[src/rtl/chs_pkg.sv]
// Shared constants, operation codes and controller/datapath interface types for the hash set.
package chs_pkg;

   localparam int DefaultBucketCount = 64;
   localparam int DefaultNodeCount   = 256;
   localparam int KeyWidth           = 32;
   localparam int TotalWidth         = 9;

   typedef enum logic [1:0] {
      MODE_ADD    = 2'd0,
      MODE_TEST   = 2'd1,
      MODE_REMOVE = 2'd2,
      MODE_NONE   = 2'd3
   } mode_type;

   typedef struct packed {
      logic sweep;
      logic take;
      logic head_rd;
      logic head_ld;
      logic node_rd;
      logic node_cmp;
      logic pop;
      logic link;
      logic unlink;
      logic set_hit;
      logic set_full;
      logic out_load;
   } chs_cmd_type;

   typedef struct packed {
      logic     sweep_last;
      logic     hash_done;
      logic     cur_null;
      logic     key_match;
      logic     found;
      logic     pool_empty;
      logic     out_free;
      mode_type mode;
   } chs_status_type;

endpackage

[src/rtl/chs_ctrl.sv]
// Controller state machine: sequences the clearing sweep, hash, chain walk and update.
module chs_ctrl import chs_pkg::*; (
   input  logic           clock,
   input  logic           reset,
   input  logic           req_valid,
   output logic           req_ready,
   output chs_cmd_type    cmd,
   input  chs_status_type st
);

   typedef enum logic [3:0] {
      ST_CLEAR,
      ST_IDLE,
      ST_HASH,
      ST_HEAD,
      ST_CHECK,
      ST_CMP,
      ST_ACT,
      ST_LINK,
      ST_DONE
   } state_type;

   state_type state_ff;
   state_type state_in;

   always_ff @(posedge clock) begin
      if (reset) begin
         state_ff <= ST_CLEAR;
      end else begin
         state_ff <= state_in;
      end
   end

   always_comb begin
      state_in  = state_ff;
      cmd       = '0;
      req_ready = 1'b0;
      unique case (state_ff)
         ST_CLEAR: begin
            cmd.sweep = 1'b1;
            if (st.sweep_last) begin
               state_in = ST_IDLE;
            end
         end
         ST_IDLE: begin
            req_ready = 1'b1;
            if (req_valid) begin
               cmd.take = 1'b1;
               state_in = ST_HASH;
            end
         end
         ST_HASH: begin
            if (st.hash_done) begin
               cmd.head_rd = 1'b1;
               state_in    = ST_HEAD;
            end
         end
         ST_HEAD: begin
            cmd.head_ld = 1'b1;
            state_in    = ST_CHECK;
         end
         ST_CHECK: begin
            if (st.cur_null) begin
               state_in = ST_ACT;
            end else begin
               cmd.node_rd = 1'b1;
               state_in    = ST_CMP;
            end
         end
         ST_CMP: begin
            cmd.node_cmp = 1'b1;
            state_in     = st.key_match ? ST_ACT : ST_CHECK;
         end
         ST_ACT: begin
            state_in = ST_DONE;
            unique case (st.mode)
               MODE_ADD: begin
                  if (!st.found) begin
                     if (st.pool_empty) begin
                        cmd.set_full = 1'b1;
                     end else begin
                        cmd.pop  = 1'b1;
                        state_in = ST_LINK;
                     end
                  end
               end
               MODE_TEST: begin
                  cmd.set_hit = st.found;
               end
               MODE_REMOVE: begin
                  cmd.unlink = st.found;
               end
               default: begin
               end
            endcase
         end
         ST_LINK: begin
            cmd.link = 1'b1;
            state_in = ST_DONE;
         end
         ST_DONE: begin
            if (st.out_free) begin
               cmd.out_load = 1'b1;
               state_in     = ST_IDLE;
            end
         end
         default: begin
            state_in = ST_IDLE;
         end
      endcase
   end

endmodule

[config.mk]
export PLATFORM = sky130hd
export DESIGN_NAME = chs_ctrl
export DESIGN_NICKNAME = d
export VERILOG_FILES = /design/src/rtl/chs_pkg.sv /design/src/rtl/chs_ctrl.sv
export SDC_FILE = /design/constraint.sdc
export NUM_CORES = 1
export LEC_CHECK = 0
export BUFFER_PORTS_ARGS = -buffer_cell sky130_fd_sc_hd__buf_2
export CAP_MARGIN = 30
export CORE_AREA = 4 4 41 43
export CTS_CLUSTER_SIZE = 24
export DETAILED_ROUTE_END_ITERATION = 16
export DIE_AREA = 0 0 45 47
export PLACE_DENSITY_LB_ADDON = 0.05
export SLEW_MARGIN = 20
export SYNTH_ARGS = -nofsm -noshare
export SYNTH_HDL_FRONTEND = slang
export SYNTH_SLANG_ARGS = --single-unit
[constraint.sdc]
create_clock -name clock -period 2 [get_ports clock]
set_clock_uncertainty 0.2 [all_clocks]
set_input_delay 0.4 -clock clock [delete_from_list [all_inputs] [get_ports clock]]
set_output_delay 0.4 -clock clock [all_outputs]
set_load 0.1 [all_outputs]
# Yosys cells after proc, flatten, opt, wreduce, memory -nomap -nowiden
# Cells that the tools add are included.
[totals]
reg_bits = 4
latch_bits = 0
mem_bits_rw = 0
mem_bits_ro = 0
in_bits = 12
wordCells = 51
mem_count = 0
[classes]
n_addsub = 0
n_mul = 0
n_div = 0
n_lt_le_gt_ge = 0
eq_ne = 14
shift = 0
mux = 33
bitwise = 0
n_reduce_logical = 3
[ops]
columns = ["cell", "count"]
rows = [
  ["case mux 4 bit (9 select lines)", 1],
  ["two-way mux 4 bit", 7],
  ["two-way mux 1 bit", 22],
  ["equality test 4 x 3 -> 1 bit (second input constant)", 4],
  ["equality test 4 x 2 -> 1 bit (second input constant)", 2],
  ["inequality test 2 bit (second input constant)", 4],
  ["equality test 4 x 1 -> 1 bit (second input constant)", 1],
  ["equality test 4 bit (second input constant)", 1],
  ["logical NOT 4 bit", 1],
  ["two-way mux 2 bit", 2],
  ["AND reduction 4 bit", 1],
  ["two-way mux 3 bit", 1],
  ["equality test 2 x 1 -> 1 bit (second input constant)", 1],
  ["equality test 2 bit (second input constant)", 1],
  ["logical NOT 2 bit", 1],
]

# Logic depth before layout (Yosys ltp)
# Gate-level depths: netlist of the first run.
[logic_depth]
ltp_word = 4
ltp_mapped = 5
ltp_nobuf = 4

# Worst setup path after synthesis of the first run
# No wires, ideal clock.
[synth_path]
kind = "reg-to-output"
start = "register state_ff[3]"
end = "output cmd[7] (netlist name)"
arrival_time_ps = 2939
t_required_ps = 1400
path_slack_ps = -1539
stages_incl_launch_ff = 4
path_cell_list = "dfxtp_1 -> buf_6 -> or2_2 -> nor3b_1"
[synth_lines]
columns = ["element", "line_no", "rtl"]
rows = [
  ["start, declared", "chs_ctrl.sv:23", "state_type state_ff;"],
  ["start signal, assigned", "chs_ctrl.sv:30", "state_ff <= state_in;"],
  ["end, declared", "chs_ctrl.sv:7", "output chs_cmd_type cmd,"],
]

==> flow_metrics.env, run 1 <==
export IMPL_drt_total_wl_mm=1.379
export IMPL_netlist_cell_type_count=23
export IMPL_synth_avg_cell_area_um2=7.046
export IMPL_grt_max_degree=10
export IMPL_cts_hold_buf=0
export IMPL_slew_headroom_pct=74.84
export IMPL_multi_input_area_um2=394.1
export IMPL_syn_area_um2=401.6
export IMPL_p_leak_nw=0.3715
export IMPL_seq_area_frac_synth_pct=19.94
export IMPL_dr_total_vias=544
export IMPL_endpoint_kind="output port"
export IMPL_p_comb_share_pct=47.7
export IMPL_die_area_um2=2115
export IMPL_final_cell_count_no_fill=103
export IMPL_coreArea_um2=1301
export IMPL_hpwl_mm=1.109
export IMPL_min_from="reset"
export IMPL_fin_nets=102
export IMPL_synth_seq_cells=4
export IMPL_hold_depth=2
export IMPL_reg2reg_from="state_ff[0]"
export IMPL_cts_tree="done"
export IMPL_crit_type="input port to output port"
export IMPL_p_int_mw=0.2131
export IMPL_ant_nets=0
export IMPL_top_level_ports=25
export IMPL_switching_share_pct=38.88
export IMPL_antenna_found_initial=0
export IMPL_place_ws_ns=0.007227
export IMPL_synthCells=57
export IMPL_stdcell_area_um2=905.9
export IMPL_syn_to_final_growth_pct=125.5
export IMPL_wl_per_cell_um=13.39
export IMPL_status="complete, no violations"
export IMPL_grt_use_total_pct=14.40
export IMPL_cp_arrival_ns=1.37
export IMPL_cp_required_ns=1.40
export IMPL_synth_nets=69
export IMPL_reg2reg_to="state_ff[3]"
export IMPL_cts_buffers=3
export IMPL_grt_pass1_vias=518
export IMPL_yosysWarnings=0
export IMPL_critPathLaunchType="input port"
export IMPL_grt_overflow_total=0
export IMPL_drive_gt1_share_pct=65.91
export IMPL_report_final_slew_viol_count=0
export IMPL_grt_pass1_wl_mm=2.194
export IMPL_power_density_nw_per_um2=384.8
export IMPL_tightestPinTransition_ns=0.3752
export IMPL_vias_per_cell=5.282
export IMPL_clkSinkCount=4
export IMPL_die_w_um=45
export IMPL_regArea_um2=92.59
export IMPL_switchingPower_mw=0.1355
export IMPL_clk_pin_slew_worst_paths_ns=0.03
export IMPL_placed_cells=97
export IMPL_io_buffers=24
export IMPL_rows=13
export IMPL_period_needed_ns=1.973
export IMPL_drc_errors=0
export IMPL_cts_root_buffer="clkbuf_4"
export IMPL_largest_register_ffs=4
export IMPL_clk_path_buf_depth=2
export IMPL_final_common_cell="buf_12"
export IMPL_pwr_share_seq_pct=24.8
export IMPL_finalPower_mw=0.3486
export IMPL_setup_slack_ns=0.02737
export IMPL_post_route_period_util_pct=98.63
export IMPL_top_regs="state_ff (4)"
export IMPL_h_tree_depth=1
export IMPL_postPlaceCellArea_um2=823.3
export IMPL_holdPathEnd="state_ff[3]"
export IMPL_vdd_drop_max_mv=0.3422
export IMPL_critical_path_peak_fanout=2
export IMPL_layout_common_cells="13 x buf_12, 10 x buf_2, 7 x buf_4"
export IMPL_min_path_type="input port to flop"
export IMPL_drtPass1Iterations=4
export IMPL_place_gp_congestion=0.7974
export IMPL_top_register="state_ff"
export IMPL_rsz0062_at_grt="yes"
export IMPL_reg2reg_slack_ns=0.42
export IMPL_drv_cap=0
export IMPL_drt_initial_drc_count=15
export IMPL_clockPowerShare_pct=27.5
export IMPL_setup_viol_count_final=0
export IMPL_ff2ff_path_depth=4
export IMPL_die_y_um=47
export IMPL_final_hold_violation_count=0
export IMPL_initial_core_util_pct=30.87
export IMPL_n_antenna_cell=0
export IMPL_fmax_ghz=0.5069
export IMPL_clk_latency_ns=0.23
export IMPL_fillers=114
power groups by stage:
stage	logic [mW]	registers [mW]	clock network (mW)
floorplan	0.107	0.0868	0
global placement	0.160	0.0904	0
detailed placement	0.161	0.0903	0
CTS	0.162	0.0888	0.103
global route	0.175	0.0867	0.111
finish	0.166	0.0863	0.0960
final cells by class:
type	count	area share, %
inverters	1	0.4144
multi-input cells	49	43.51
clock buffers	3	2.486
well taps	15	2.072
flip-flops and latches	4	10.22
repair buffers	31	41.30
synth_stat cells (all sizes together):
master   number  area (µm²)
or4           1       11.26
dfxtp         4       80.08
a211o         1       8.760
buf           3       33.78
o21ai         2       10.01
nor3          5       25.02
o311ai        1       8.760
nand2b        4       25.02
nor3b         2       15.01
a22oi         1       7.510
a21oi         4       20.02
inv           1       3.750
nor2         10       37.54
or2           1       6.260
a211oi        1       7.510
or3b          1       8.760
nor2b         2       12.51
a2bb2oi       1       8.760
nand2         3       11.26
and3          5       31.28
nor4          1       6.260
and2          2       12.51
a32o          1       10.01
kinds of logic (layout without fill, tap and decap cells):
| kind of cell | after synthesis | count (layout) | synth area share, % |
|---|---|---|---|
| DFF | 4 | 4 | 19.94 |
| and+or+nand+nor | 37 | 37 | 50.47 |
| buffers and inverters | 4 | 35 | 9.344 |
| AOI/OAI and AO/OA | 12 | 12 | 20.25 |
what timing repair did:
action,in CTS,in global routing
resized for setup,4,8
setup buffers,1,2
pin swaps,0,4
endpoints found under the setup margin,3,6
worst max-delay path by stage:
stage                           start       to  slack, ns  depth (start not counted)
after floorplan           state_ff[3]  cmd[10]      -0.24                          4
after global placement          st[1]   cmd[5]       0.04                          4
after detailed placement        st[1]   cmd[5]      0.007                          4
after CTS                       st[1]   cmd[5]      0.007                          4
after global routing      state_ff[2]  cmd[10]     -0.008                          5
final                           st[0]   cmd[5]       0.03                          4
layer usage:
metal	share of wire [%]	vias to the layer above	wire [µm]	track usage, %
met5	0	-	0	0
met4	0	0	0	9.357
met3	7.0	0	96	3.448
met2	52	23	720	23.16
met1	41	249	562	17.12
li1	-	272	-	-
through the flow:
| step | hold WS [ns] | util [%] | setup TNS, ns |
|---|---|---|---|
| detailed placement | 0.4311 | 63.27 | 0 |
| global route | 0.1990 | 69.62 | -0.01705 |
| CTS | 0.1828 | 66.35 | 0 |
| floorplan | 0.2691 | - | -0.6233 |
| global placement | 0.4241 | 63.27 | 0 |
| finish | 0.1893 | 69.62 | 0 |
critical path, stage by stage:
cell and delay [ns]:
buf_2 0.11, or4_4 0.53, nor2_4 0.15, buf_12 0.18
No activity file was read; power rests on OpenSTA's default activity.
==> run 2: changes to the inputs <==
--- a/config.mk
+++ b/config.mk
@@ -7,10 +7,12 @@
 export LEC_CHECK = 0
 export BUFFER_PORTS_ARGS = -buffer_cell sky130_fd_sc_hd__buf_2
 export CAP_MARGIN = 30
-export CORE_AREA = 4 4 41 43
+export CELL_PAD_IN_SITES_DETAIL_PLACEMENT = 1
+export CELL_PAD_IN_SITES_GLOBAL_PLACEMENT = 1
+export CORE_MARGIN = 4
+export CORE_UTILIZATION = 28
 export CTS_CLUSTER_SIZE = 24
 export DETAILED_ROUTE_END_ITERATION = 16
-export DIE_AREA = 0 0 45 47
 export PLACE_DENSITY_LB_ADDON = 0.05
 export SLEW_MARGIN = 20
 export SYNTH_ARGS = -nofsm -noshare
==> constraint.sdc (replaced) <==
create_clock -name clock -period 2.6 [get_ports clock]
set_clock_uncertainty 0.2 [all_clocks]
set_input_delay 0.52 -clock clock [delete_from_list [all_inputs] [get_ports clock]]
set_output_delay 0.52 -clock clock [all_outputs]
set_load 0.1 [all_outputs]
==> flow_metrics.env, run 2 (synthesis results as in run 1) <==
export IMPL_cts_root_buffer="clkbuf_4"
export IMPL_vdd_drop_max_mv=0.2945
export IMPL_final_hold_violation_count=0
export IMPL_coreArea_um2=1334
export IMPL_grt_use_total_pct=15.29
export IMPL_critPathLaunchType="flop"
export IMPL_grt_overflow_total=0
export IMPL_n_antenna_cell=0
export IMPL_status="complete, no violations"
export IMPL_reg2reg_slack_ns=1.11
export IMPL_holdPathEnd="state_ff[3]"
export IMPL_report_final_slew_viol_count=0
export IMPL_slew_headroom_pct=67.73
export IMPL_drt_initial_drc_count=4
export IMPL_top_level_ports=25
export IMPL_die_area_um2=2105
export IMPL_ff2ff_path_depth=4
export IMPL_drv_cap=0
export IMPL_utilization_pct=46.81
export IMPL_die_w_um=45.88
export IMPL_cp_required_ns=1.88
export IMPL_drive_gt1_share_pct=46.99
export IMPL_post_cts_buffers=0
export IMPL_power_density_nw_per_um2=382.8
export IMPL_multi_input_area_um2=319.1
export IMPL_rsz0062_at_grt="no"
export IMPL_period_needed_ns=2.447
export IMPL_antenna_found_initial=0
export IMPL_setup_viol_count_final=0
export IMPL_fin_nets=97
export IMPL_wl_per_cell_um=13.44
export IMPL_crit_start="state_ff[2]"
export IMPL_dr_total_vias=512
export IMPL_cp_arrival_ns=1.73
export IMPL_stdcell_area_um2=624.3
export IMPL_ant_nets=0
export IMPL_grt_max_degree=12
export IMPL_place_gp_congestion=0.7794
export IMPL_initial_core_util_pct=30.11
export IMPL_postPlaceCellArea_um2=601.8
export IMPL_cts_hold_buf=0
export IMPL_finalPower_mw=0.2390
export IMPL_largest_register_ffs=4
export IMPL_grt_pass1_wl_mm=2.201
export IMPL_post_cts_resized=0
export IMPL_hold_depth=2
export IMPL_cts_buffers=3
export IMPL_critical_path_peak_fanout=6
export IMPL_post_route_period_util_pct=94.10
export IMPL_io_buffers=24
export IMPL_cts_tree="done"
export IMPL_grt_pass1_vias=502
export IMPL_die_y_um=45.88
export IMPL_tightestPinTransition_ns=0.4875
export IMPL_clk_latency_ns=0.24
export IMPL_hpwl_mm=1.107
export IMPL_fmax_ghz=0.4087
export IMPL_clk_pin_slew_worst_paths_ns=0.04
export IMPL_min_from="reset"
export IMPL_min_path_type="input port to flop"
export IMPL_endpoint_kind="output port"
export IMPL_layout_common_cells="21 x buf_2, 7 x nor2_1, 5 x and3_1"
export IMPL_final_common_cell="buf_2"
export IMPL_h_tree_depth=1
export IMPL_place_ws_ns=0.3458
export IMPL_clk_path_buf_depth=2
export IMPL_drc_errors=0
export IMPL_setup_slack_ns=0.1535
export IMPL_drt_total_wl_mm=1.317
export IMPL_reg2reg_to="state_ff[3]"
export IMPL_clkSinkCount=4
export IMPL_fillers=179
export IMPL_crit_type="flop to output port"
export IMPL_p_leak_nw=0.2932
export IMPL_rows=13
export IMPL_syn_to_final_growth_pct=55.45
export IMPL_reg2reg_from="state_ff[0]"
export IMPL_regArea_um2=80.08
export IMPL_top_register="state_ff"
export IMPL_top_regs="state_ff (4)"
export IMPL_drtPass1Iterations=4
export IMPL_vias_per_cell=5.224
==> run 2: where the power goes <==
part | internal (mW) | switching (mW)
registers | 0.0642 | 0.00223
logic | 0.0252 | 0.0696
clock network | 0.0517 | 0.0261
total | 0.141 | 0.0979
==> run 2: how the worst max path moves through the flow <==
| stage | to | depth (start not counted) |
|---|---|---|
| after floorplan | cmd[7] | 3 |
| after global placement | cmd[5] | 4 |
| after detailed placement | cmd[3] | 4 |
| after CTS | cmd[3] | 4 |
| after global routing | cmd[3] | 4 |
| final | cmd[3] | 4 |
==> run 2: worst max-delay path, cell delays in order, from the launching register on <==
cell and delay, ns:
dfxtp_1 0.41, nor2b_1 0.28, nand2_1 0.18, nor3_4 0.18, buf_2 0.44
==> run 2: final cells by class <==
type                       instances  share of cell area (%)
sequential                         4                   12.83
tap                               15                   3.006
multi-input combinational         49                   51.10
inverter                           1                  0.6012
clock buffer                       3                   3.607
timing repair buffer              26                   28.86
==> run 2: per-stage QoR <==
stage / hold slack [ns] / cells / TNS (ns)
final: 0.3061 / 98 / 0
after global routing: 0.3024 / 98 / 0
after CTS: 0.2951 / 98 / 0
after detailed placement: 0.4312 / 95 / 0
after global placement: 0.4358 / 95 / 0
after floorplan: 0.3221 / 57 / -0.1982
==> run 2: metal layers <==
metal	global-route usage [%]	routed length, µm	vias to the layer above
met5	0	0	-
met4	10.23	22	0
met3	6.719	124	2
met2	23.08	602	20
met1	17.05	568	228
li1	-	-	262
